`config.mk`:
```
export PLATFORM = sky130hd
export DESIGN_NAME = exp_neg_taylor_series_core
export DESIGN_NICKNAME = d
export VERILOG_FILES = /design/src/ents_pkg.sv /design/src/ents_sequencer.sv /design/src/ents_datapath.sv /design/src/exp_neg_taylor_series_core.sv
export SDC_FILE = /design/constraint.sdc
export NUM_CORES = 2
export LEC_CHECK = 0
export BUFFER_PORTS_ARGS = -buffer_cell sky130_fd_sc_hd__buf_4
export CELL_PAD_IN_SITES_DETAIL_PLACEMENT = 1
export CELL_PAD_IN_SITES_GLOBAL_PLACEMENT = 2
export CORE_UTILIZATION = 43
export DETAILED_ROUTE_END_ITERATION = 6
export PLACE_DENSITY_LB_ADDON = 0.25
export SLEW_MARGIN = 20
export SYNTH_ARGS = -nofsm -noshare
export SYNTH_HDL_FRONTEND = slang
export SYNTH_SLANG_ARGS = --single-unit
```
`constraint.sdc`:
```
create_clock -name clk -period 9.6 [get_ports clk]
set_input_delay 0.96 -clock clk [delete_from_list [all_inputs] [get_ports clk]]
set_output_delay 0.96 -clock clk [all_outputs]
set_load 0.005 [all_outputs]
```
`src/ents_pkg.sv`:
```
// ----------------------------------------------------------------------------
// ents_pkg : shared types, constants and microcode for the e^-x series core
// Field widths, saturation limits, sequencer control word layout and the
// control program ROM that steps the datapath through one request.
// ----------------------------------------------------------------------------
package ents_pkg;

  // Default configuration
  localparam int MAX_TERMS_DEF = 1023;
  localparam int FRAC_BITS_DEF = 32;

  // Fixed field widths
  localparam int X_W    = 21;              // x argument, Q4.16
  localparam int X_FRAC = 16;
  localparam int TC_W   = 10;              // term count
  localparam int N_W    = TC_W + 1;        // term index, reaches N+1
  localparam int OUT_W  = 48;
  localparam int MAG_W  = OUT_W - 1;       // term magnitude
  localparam int LO_W   = 24;              // low slice of the term for the multiplier
  localparam int HI_W   = MAG_W - LO_W;
  localparam int PH_W   = HI_W + X_W;
  localparam int PL_W   = LO_W + X_W;
  localparam int PROD_W = MAG_W + X_W;
  localparam int DVD_W  = PROD_W - X_FRAC; // dividend after the 2^16 scale

  localparam logic signed [OUT_W-1:0] POS_LIM = {1'b0, {MAG_W{1'b1}}};
  localparam logic signed [OUT_W-1:0] NEG_LIM = {1'b1, {MAG_W{1'b0}}};

  // Datapath operations
  typedef logic [3:0] op_t;
  localparam op_t OP_NOP        = 4'd0;
  localparam op_t OP_LOAD       = 4'd1;
  localparam op_t OP_MUL_HI     = 4'd2;
  localparam op_t OP_MUL_LO     = 4'd3;
  localparam op_t OP_DIV_INIT   = 4'd4;
  localparam op_t OP_DIV_STEP   = 4'd5;
  localparam op_t OP_ACCUM      = 4'd6;
  localparam op_t OP_FINISH     = 4'd7;
  localparam op_t OP_RECIP_STEP = 4'd8;
  localparam op_t OP_OUTPUT     = 4'd9;

  // Jump conditions
  typedef logic [2:0] cond_t;
  localparam cond_t COND_NEVER      = 3'd0;
  localparam cond_t COND_ALWAYS     = 3'd1;
  localparam cond_t COND_NO_START   = 3'd2;
  localparam cond_t COND_LOOP_DONE  = 3'd3;
  localparam cond_t COND_CNT_MORE   = 3'd4;
  localparam cond_t COND_SKIP_RECIP = 3'd5;

  // Program steps
  typedef logic [3:0] pc_t;
  localparam pc_t STEP_IDLE  = 4'd0;
  localparam pc_t STEP_CHECK = 4'd1;
  localparam pc_t STEP_MULH  = 4'd2;
  localparam pc_t STEP_MULL  = 4'd3;
  localparam pc_t STEP_DIVI  = 4'd4;
  localparam pc_t STEP_DIVS  = 4'd5;
  localparam pc_t STEP_ACC   = 4'd6;
  localparam pc_t STEP_FIN   = 4'd7;
  localparam pc_t STEP_RCP   = 4'd8;
  localparam pc_t STEP_OUT   = 4'd9;

  typedef struct packed {
    op_t   op;
    cond_t cond;
    pc_t   target;
  } ctrl_word_t;

  typedef struct packed {
    logic loop_done;   // past the last term, or saturated
    logic cnt_more;    // iteration counter not yet on its last step
    logic skip_recip;  // no reciprocal pass needed
  } dp_status_t;

  // Control program ROM
  function automatic ctrl_word_t ucode(input pc_t pc);
    ctrl_word_t w;
    w = '{op: OP_NOP, cond: COND_ALWAYS, target: STEP_IDLE};
    unique case (pc)
      STEP_IDLE:  w = '{op: OP_LOAD,       cond: COND_NO_START,   target: STEP_IDLE};
      STEP_CHECK: w = '{op: OP_NOP,        cond: COND_LOOP_DONE,  target: STEP_FIN};
      STEP_MULH:  w = '{op: OP_MUL_HI,     cond: COND_NEVER,      target: STEP_IDLE};
      STEP_MULL:  w = '{op: OP_MUL_LO,     cond: COND_NEVER,      target: STEP_IDLE};
      STEP_DIVI:  w = '{op: OP_DIV_INIT,   cond: COND_NEVER,      target: STEP_IDLE};
      STEP_DIVS:  w = '{op: OP_DIV_STEP,   cond: COND_CNT_MORE,   target: STEP_DIVS};
      STEP_ACC:   w = '{op: OP_ACCUM,      cond: COND_ALWAYS,     target: STEP_CHECK};
      STEP_FIN:   w = '{op: OP_FINISH,     cond: COND_SKIP_RECIP, target: STEP_OUT};
      STEP_RCP:   w = '{op: OP_RECIP_STEP, cond: COND_CNT_MORE,   target: STEP_RCP};
      STEP_OUT:   w = '{op: OP_OUTPUT,     cond: COND_ALWAYS,     target: STEP_IDLE};
      default:    w = '{op: OP_NOP,        cond: COND_ALWAYS,     target: STEP_IDLE};
    endcase
    return w;
  endfunction

endpackage

```
`src/ents_sequencer.sv`:
```
// ----------------------------------------------------------------------------
// ents_sequencer : step counter and control ROM
// Fetches one control word per cycle and resolves conditional jumps.
// ----------------------------------------------------------------------------
module ents_sequencer (
  input  logic                  clk,
  input  logic                  rst,
  input  logic                  start,
  input  ents_pkg::dp_status_t  status,
  output ents_pkg::ctrl_word_t  ctrl,
  output logic                  busy
);

  ents_pkg::pc_t pc;
  ents_pkg::pc_t pc_next;
  logic          take_jump;

  assign ctrl = ents_pkg::ucode(pc);
  assign busy = (pc != ents_pkg::STEP_IDLE);

  always_comb begin
    unique case (ctrl.cond)
      ents_pkg::COND_NEVER:      take_jump = 1'b0;
      ents_pkg::COND_ALWAYS:     take_jump = 1'b1;
      ents_pkg::COND_NO_START:   take_jump = !start;
      ents_pkg::COND_LOOP_DONE:  take_jump = status.loop_done;
      ents_pkg::COND_CNT_MORE:   take_jump = status.cnt_more;
      ents_pkg::COND_SKIP_RECIP: take_jump = status.skip_recip;
      default:                   take_jump = 1'b1;
    endcase
    pc_next = take_jump ? ctrl.target : pc + ents_pkg::pc_t'(1);
  end

  always_ff @(posedge clk) begin
    if (rst) begin
      pc <= ents_pkg::STEP_IDLE;
    end else begin
      pc <= pc_next;
    end
  end

endmodule

```
`src/ents_datapath.sv`:
```
// ----------------------------------------------------------------------------
// ents_datapath : registers and arithmetic for the series evaluation
// Split multiplier, bit-serial term divider, accumulator and bit-serial
// reciprocal, each driven by the current control word.
// ----------------------------------------------------------------------------
module ents_datapath #(
  parameter int MAX_TERMS = ents_pkg::MAX_TERMS_DEF,
  parameter int FRAC_BITS = ents_pkg::FRAC_BITS_DEF
) (
  input  logic                                   clk,
  input  ents_pkg::ctrl_word_t                   ctrl,
  input  logic                                   mode,
  input  logic signed [ents_pkg::X_W-1:0]        x_value,
  input  logic        [ents_pkg::TC_W-1:0]       term_count,
  output ents_pkg::dp_status_t                   status,
  output logic signed [ents_pkg::OUT_W-1:0]      result_value,
  output logic                                   saturated
);

  localparam int X_W    = ents_pkg::X_W;
  localparam int TC_W   = ents_pkg::TC_W;
  localparam int N_W    = ents_pkg::N_W;
  localparam int OUT_W  = ents_pkg::OUT_W;
  localparam int MAG_W  = ents_pkg::MAG_W;
  localparam int LO_W   = ents_pkg::LO_W;
  localparam int PH_W   = ents_pkg::PH_W;
  localparam int PL_W   = ents_pkg::PL_W;
  localparam int PROD_W = ents_pkg::PROD_W;
  localparam int DVD_W  = ents_pkg::DVD_W;
  localparam int RCP_STEPS = 2 * FRAC_BITS + 1;
  localparam int CNT_MAX   = (RCP_STEPS > DVD_W) ? RCP_STEPS : DVD_W;
  localparam int CNT_W     = $clog2(CNT_MAX + 1);

  // operands
  logic [X_W-1:0]   x_mag;
  logic             x_neg;
  logic [TC_W-1:0]  nmax;
  logic [N_W-1:0]   n;
  logic [MAG_W-1:0] term_mag;
  logic             term_neg;
  logic signed [OUT_W-1:0] sum;
  logic             sat;
  logic             dir_neg;
  // multiplier and divider
  logic [PH_W-1:0]  prod_hi;
  logic [PL_W-1:0]  prod_lo;
  logic [DVD_W-1:0] dvd;
  logic [TC_W-1:0]  rem;
  logic [CNT_W-1:0] cnt;
  // reciprocal
  logic [MAG_W-1:0] rcp_rem;
  logic [MAG_W-1:0] rcp_q;

  logic [X_W-1:0]    x_abs;
  logic [TC_W-1:0]   tc_clamp;
  logic [PROD_W-1:0] prod_full;
  logic [TC_W:0]     div_trial;
  logic              div_ge;
  logic [TC_W:0]     div_diff;
  logic              q_ovf;
  logic [MAG_W-1:0]  q_mag;
  logic              step_neg;
  logic [OUT_W:0]    acc_wide;
  logic              sum_ovf;
  logic              sum_le0;
  logic              rcp_bit;
  logic [OUT_W-1:0]  rcp_trial;
  logic              rcp_ge;
  logic [OUT_W-1:0]  rcp_diff;
  logic [OUT_W-1:0]  rcp_qn;
  logic signed [OUT_W-1:0] res_sel;

  always_comb begin
    x_abs     = x_value[X_W-1] ? (X_W'(~x_value) + X_W'(1)) : X_W'(x_value);
    tc_clamp  = (int'(term_count) > MAX_TERMS) ? TC_W'(MAX_TERMS) : term_count;
    prod_full = {prod_hi, {LO_W{1'b0}}} + PROD_W'(prod_lo);

    div_trial = {rem, dvd[DVD_W-1]};
    div_ge    = (div_trial >= {1'b0, n[TC_W-1:0]});
    div_diff  = div_trial - {1'b0, n[TC_W-1:0]};

    q_ovf    = |dvd[DVD_W-1:MAG_W];
    q_mag    = dvd[MAG_W-1:0];
    step_neg = term_neg ^ x_neg ^ !mode;
    acc_wide = {sum[OUT_W-1], sum} +
               (step_neg ? ((OUT_W+1)'(0) - {2'b00, q_mag}) : {2'b00, q_mag});
    sum_ovf  = (acc_wide[OUT_W] != acc_wide[OUT_W-1]);
    sum_le0  = sum[OUT_W-1] || (sum == '0);

    rcp_bit   = (cnt == CNT_W'(RCP_STEPS));
    rcp_trial = {rcp_rem, rcp_bit};
    rcp_ge    = (rcp_trial >= {1'b0, sum[MAG_W-1:0]});
    rcp_diff  = rcp_trial - {1'b0, sum[MAG_W-1:0]};
    rcp_qn    = {rcp_q, rcp_ge};

    if (!mode) begin
      res_sel = sat ? (dir_neg ? ents_pkg::NEG_LIM : ents_pkg::POS_LIM) : sum;
    end else if (sat) begin
      res_sel = dir_neg ? ents_pkg::POS_LIM : '0;
    end else begin
      res_sel = {1'b0, rcp_q};
    end

    status.loop_done  = (n > {1'b0, nmax}) || sat;
    status.cnt_more   = (cnt != CNT_W'(1));
    status.skip_recip = !mode || sat || sum_le0;
  end

  always_ff @(posedge clk) begin
    unique case (ctrl.op)
      ents_pkg::OP_LOAD: begin
        x_mag    <= x_abs;
        x_neg    <= x_value[X_W-1];
        nmax     <= tc_clamp;
        n        <= N_W'(1);
        term_mag <= MAG_W'(1) << FRAC_BITS;
        term_neg <= 1'b0;
        sum      <= OUT_W'(1) << FRAC_BITS;
        sat      <= 1'b0;
        dir_neg  <= 1'b0;
      end
      ents_pkg::OP_MUL_HI: begin
        prod_hi <= term_mag[MAG_W-1:LO_W] * x_mag;
      end
      ents_pkg::OP_MUL_LO: begin
        prod_lo <= term_mag[LO_W-1:0] * x_mag;
      end
      ents_pkg::OP_DIV_INIT: begin
        // drop the 2^16 scale first; the remaining divisor is n
        dvd <= prod_full[PROD_W-1:ents_pkg::X_FRAC];
        rem <= '0;
        cnt <= CNT_W'(DVD_W);
      end
      ents_pkg::OP_DIV_STEP: begin
        rem <= div_ge ? div_diff[TC_W-1:0] : div_trial[TC_W-1:0];
        dvd <= {dvd[DVD_W-2:0], div_ge};
        cnt <= cnt - CNT_W'(1);
      end
      ents_pkg::OP_ACCUM: begin
        if (q_ovf) begin
          sat     <= 1'b1;
          dir_neg <= step_neg;
        end else begin
          term_mag <= q_mag;
          term_neg <= step_neg && (q_mag != '0);
          sum      <= acc_wide[OUT_W-1:0];
          if (sum_ovf) begin
            sat     <= 1'b1;
            dir_neg <= acc_wide[OUT_W];
          end
        end
        n <= n + N_W'(1);
      end
      ents_pkg::OP_FINISH: begin
        // a non-positive sum has no usable reciprocal: force the top limit
        if (mode && !sat && sum_le0) begin
          sat     <= 1'b1;
          dir_neg <= 1'b1;
        end
        rcp_rem <= '0;
        rcp_q   <= '0;
        cnt     <= CNT_W'(RCP_STEPS);
      end
      ents_pkg::OP_RECIP_STEP: begin
        if (!sat) begin
          rcp_rem <= rcp_ge ? rcp_diff[MAG_W-1:0] : rcp_trial[MAG_W-1:0];
          if (rcp_qn[OUT_W-1]) begin
            sat     <= 1'b1;
            dir_neg <= 1'b1;
          end else begin
            rcp_q <= rcp_qn[MAG_W-1:0];
          end
        end
        cnt <= cnt - CNT_W'(1);
      end
      ents_pkg::OP_OUTPUT: begin
        result_value <= res_sel;
        saturated    <= sat;
      end
      default: begin
      end
    endcase
  end

endmodule

```
`src/exp_neg_taylor_series_core.sv`:
```
// ----------------------------------------------------------------------------
// exp_neg_taylor_series_core : truncated Taylor series for e^-x
// Evaluates e^-x for a signed Q4.16 argument as a fixed-point series with
// FRAC_BITS fraction bits in a 48-bit signed result, either directly as the
// alternating series or as the reciprocal of the e^x series.
// ----------------------------------------------------------------------------
//
//  channel   | signals                                   | flow
//  ----------+-------------------------------------------+---------------------
//  request   | start, busy, x_value, term_count          | in, taken on start & !busy
//  result    | result_valid, result_value, saturated     | out, one-cycle strobe
//  config    | cfg_valid, cfg_ready, series_mode         | in, taken on valid & ready
//
//  Sequence: one request at a time. Each term runs the check, the two
//  multiplier halves, the divider load, 52 divider steps and the accumulate;
//  the loop repeats for the clamped term count N, and mode 1 then adds
//  2*FRAC_BITS+1 reciprocal steps. Most of each term is spent in the
//  bit-serial term divider.
//  Reset: rst clears the step counter, the strobe and series_mode (0).
//  Stalls: none. busy stays high from the request until the strobe cycle,
//  in which a new request may already be taken.
//
module exp_neg_taylor_series_core #(
  parameter int MAX_TERMS = ents_pkg::MAX_TERMS_DEF,
  parameter int FRAC_BITS = ents_pkg::FRAC_BITS_DEF
) (
  input  logic                                clk,
  input  logic                                rst,
  // request channel
  input  logic                                start,
  output logic                                busy,
  input  logic signed [ents_pkg::X_W-1:0]     x_value,
  input  logic        [ents_pkg::TC_W-1:0]    term_count,
  // configuration channel
  input  logic                                cfg_valid,
  output logic                                cfg_ready,
  input  logic                                series_mode,
  // result channel
  output logic                                result_valid,
  output logic signed [ents_pkg::OUT_W-1:0]   result_value,
  output logic                                saturated
);

  ents_pkg::ctrl_word_t ctrl;
  ents_pkg::dp_status_t status;
  logic                 mode;

  // Mode register: write only between requests.
  assign cfg_ready = !busy;

  always_ff @(posedge clk) begin
    if (rst) begin
      mode <= 1'b0;
    end else if (cfg_valid && cfg_ready) begin
      mode <= series_mode;
    end
  end

  // Sequencer: the idle step loads the operands every cycle and holds until
  // start; the step after the accepting edge begins the term loop.
  ents_sequencer u_seq (
    .clk    (clk),
    .rst    (rst),
    .start  (start),
    .status (status),
    .ctrl   (ctrl),
    .busy   (busy)
  );

  ents_datapath #(
    .MAX_TERMS (MAX_TERMS),
    .FRAC_BITS (FRAC_BITS)
  ) u_dp (
    .clk          (clk),
    .ctrl         (ctrl),
    .mode         (mode),
    .x_value      (x_value),
    .term_count   (term_count),
    .status       (status),
    .result_value (result_value),
    .saturated    (saturated)
  );

  // Strobe the result in the cycle after the output step, together with the value that step registers.
  always_ff @(posedge clk) begin
    if (rst) begin
      result_valid <= 1'b0;
    end else begin
      result_valid <= (ctrl.op == ents_pkg::OP_OUTPUT);
    end
  end

  // A result only follows a busy cycle.
  a_result_after_busy: assert property (@(posedge clk) disable iff (rst)
    result_valid |-> $past(busy))
    else $error("result strobe without a request in flight");

  // An accepted request makes the core busy on the next cycle.
  a_busy_after_accept: assert property (@(posedge clk) disable iff (rst)
    (start && !busy) |=> busy)
    else $error("request accepted but core not busy");

  // One strobe per request: never two in a row.
  a_single_strobe: assert property (@(posedge clk) disable iff (rst)
    result_valid |=> !result_valid)
    else $error("result strobe lasted more than one cycle");

endmodule

```
==> results.ini <==
[timing]
peak_clock_frequency_supported_by_timing_mhz = 122.1
fin_setup_tns_ns = 0
transition_time_of_the_tightest_slew_check_pin_ns = 1.085
final_min_period_over_clock_period = 0.8529
finalCriticalPeriod_ns = 8.188
slew_violations = 0
timing.clock.skew_ns = 0.02596
slew_headroom = 0.2763
final-hold-violation-count = 0
rsz_0062_raised_after_global_routing = no
timing.final.setup_violations = 0

[global_routing]
grt_antenna_before_repair = 5
grt_pass1_vias = 46963
grt_pass1_wl_um = 265000
grt_max_degree = 98
groute.usage.overall = 0.2481
grt_overflow_total = 0

[drt]
drt.antenna.violating_nets = 0
route.detailed.drc = 0
drt-vias-per-instance = 5.398
wl_per_cell_um = 20.94
drtIter0Drc = 2054
routed_wirelength_um = 164100
drt-pass1-iter-count = 5
vias = 42308

[critical_path]
crit_path_start_kind = register
cp_slowest_cell = sky130_fd_sc_hd__edfxtp_1
timing.critical_path.mode_cell = sky130_fd_sc_hd__fa_1
worst_path_dominant_cell_family = adder cells
critical_path_maximum_fanout = 29
setup.worst_path.end_class = register
crit_arrival_ns = 8.58
slowest_delay_ns = 0.78
critPathRequiredTime_ns = 9.99
critPathKind = register to register
critical_path.n_buffers_inverters = 7

[clock_network]
clock_sink_count = 443
worstSkewPairLatency_ns = 0.67
htreeDepth = 2
postCtsHoldBufs = 0
post_cts_buffers = 0
ctsResizeCount = 0
cts-root-buf = sky130_fd_sc_hd__clkbuf_16
clock_path_buffers = 3
clk_transition_reported_paths_ns = 0.07
clock_tree_from_tritoncts = yes
cts_buffers = 56

[floorplanning]
initial_core_util = 0.4330
dieHeight_um = 368.4
design.portCount = 88
die_x_um = 368.4
rows = 134
total_die_area_um2 = 135700
core_region_area_um2 = 133300

[yosys]
synth-main-ff-cell = sky130_fd_sc_hd__edfxtp_1
synth_cells = 6100
synthesis.yosys.warnings = 0
synth.cell_area_um2 = 57710
ys_async_sr_fraction = 0
ys_ff_latch = 443
synth_fp_nets = 7403
yosysSeqAreaShare = 0.2276
post_synth.cell_area_avg_um2 = 9.461
synth_enable_flop_cells = 426
yosysUniqueCellTypes = 94

[placement]
place.gp.congestion = 0.8549
place.detailed.hpwl_um = 131300
port_buffers = 87

[cells_and_area]
layout-area-overhead-vs-synth_pct = 7.534
count_of_filler_cells_inserted_in_the_layout = 15126
final_layout_size_suffix_gt1_frac = 0.05439
final_nets = 7324

[worst_hold_path]
worst_min_path_class = primary input to register

[run]
max_cap_viol_count = 0

[status]
status = finished, final reports clean

registers in the layout (all words and copies together), names as in the netlist, 10 cells and up:
name and flops:
u_dp.nmax 10, u_dp.rem 10, u_dp.rcp_q 47, u_dp.prod_lo 29, u_dp.dvd 52, u_dp.result_value 48, u_dp.x_mag 21, u_dp.sum 48
u_dp.term_mag 47, u_dp.prod_hi 44, u_dp.n 11, u_dp.rcp_rem 47, u_seq.ctrl 11
cells in the mapped netlist, types with 68 or more instances:
library cell / n / area, um^2
sky130_fd_sc_hd__edfxtp_1: 426 / 12790
sky130_fd_sc_hd__o21ai_0: 235 / 1176
sky130_fd_sc_hd__nand2_1: 763 / 2864
sky130_fd_sc_hd__ha_1: 453 / 5668
sky130_fd_sc_hd__inv_1: 995 / 3735
sky130_fd_sc_hd__and2_1: 598 / 3741
sky130_fd_sc_hd__nand3_1: 68 / 340.3
sky130_fd_sc_hd__fa_1: 814 / 16300
sky130_fd_sc_hd__clkbuf_1: 294 / 1104
sky130_fd_sc_hd__xnor2_1: 168 / 1471
sky130_fd_sc_hd__a21oi_1: 228 / 1141
sky130_fd_sc_hd__xor2_1: 105 / 919.6
sky130_fd_sc_hd__nor2_1: 232 / 870.8
sky130_fd_sc_hd__a21o_1: 112 / 840.8
area by class of cell:
type / count / area, um^2 / area share
antenna: 3 / 7.507 / 0.0001210
clock buffer: 78 / 1575 / 0.02538
clock inverter: 26 / 360.3 / 0.005806
inverter: 996 / 3739 / 0.06024
multi-input combinational: 4346 / 39700 / 0.6396
sequential: 443 / 13130 / 0.2116
tap: 1768 / 2212 / 0.03564
timing repair buffer: 178 / 1336 / 0.02153
layer usage:
layer  share of wire  up-vias  track usage
met5               0        -            0
met4           0.029        0      0.07006
met3           0.026      207      0.01859
met2            0.51      600       0.4418
met1            0.43    22083       0.3220
li1                -    19418            -
stage by stage:
step	util	hold WS [ns]	std cells	setup slack (ns)	cell area, um^2
after floorplan	-	0.4486	6100	2.445	57710
after global placement	0.4510	0.4993	7731	1.581	60120
after detailed placement	0.4510	0.5126	7731	1.462	60120
after CTS	0.4656	0.4326	7835	1.430	62050
after global routing	0.4656	0.4529	7835	0.9631	62050
final	0.4656	0.4808	7838	1.412	62060
cell families (layout without fill, tap and decap cells):
family	Yosys count	after routing	share of synthesized area
AND/OR/NAND/NOR	1919	1919	0.1642
other	0	3	0
buffers and inverters	1311	1278	0.08626
XOR/XNOR	273	273	0.04143
adder cells (fa/ha/maj)	1267	1267	0.3806
flip-flops	443	443	0.2276
multiplexers	12	12	0.002103
AO/OA/AOI/OAI	875	875	0.09791
cell usage in the layout, fill, tap and decap left out, types with 24 or more instances in the layout:
cell	netlist	layout
sky130_fd_sc_hd__xnor2_1	168	167
sky130_fd_sc_hd__o21ai_0	235	234
sky130_fd_sc_hd__ha_1	453	453
sky130_fd_sc_hd__nor3_1	42	41
sky130_fd_sc_hd__a211oi_1	34	34
sky130_fd_sc_hd__nand2_1	763	761
sky130_fd_sc_hd__xor2_1	105	105
sky130_fd_sc_hd__and3_1	26	26
sky130_fd_sc_hd__edfxtp_1	426	426
sky130_fd_sc_hd__a21o_1	112	111
sky130_fd_sc_hd__a31oi_1	24	24
sky130_fd_sc_hd__buf_4	0	178
sky130_fd_sc_hd__fa_1	814	814
sky130_fd_sc_hd__o211ai_1	59	59
sky130_fd_sc_hd__nor2b_1	26	26
sky130_fd_sc_hd__nand3_1	68	68
sky130_fd_sc_hd__nand4_1	39	39
sky130_fd_sc_hd__nand2b_1	33	33
sky130_fd_sc_hd__and2_1	598	598
sky130_fd_sc_hd__o21bai_1	28	28
sky130_fd_sc_hd__a21oi_1	228	228
sky130_fd_sc_hd__nor2_1	232	227
sky130_fd_sc_hd__nor4_1	28	28
sky130_fd_sc_hd__clkbuf_16	0	57
sky130_fd_sc_hd__inv_1	995	994
worst paths after layout:
kind / endpoint / slack (ns) / startpoint / depth (start not counted)
max: u_dp.prod_hi[40] / 1.41 / u_dp.x_mag[3] / 26
min: u_dp.nmax[5] / 0.48 / term_count[5] / 1
max reg2reg: u_dp.prod_hi[40] / 1.41 / u_dp.x_mag[3] / 26
min reg2reg: u_dp.dvd[6] / 0.52 / u_dp.prod_lo[22] / 2
Power is left out: the tool's default activity adds up to more than one toggle a clock period on the data nets, which glitch-free logic cannot reach.
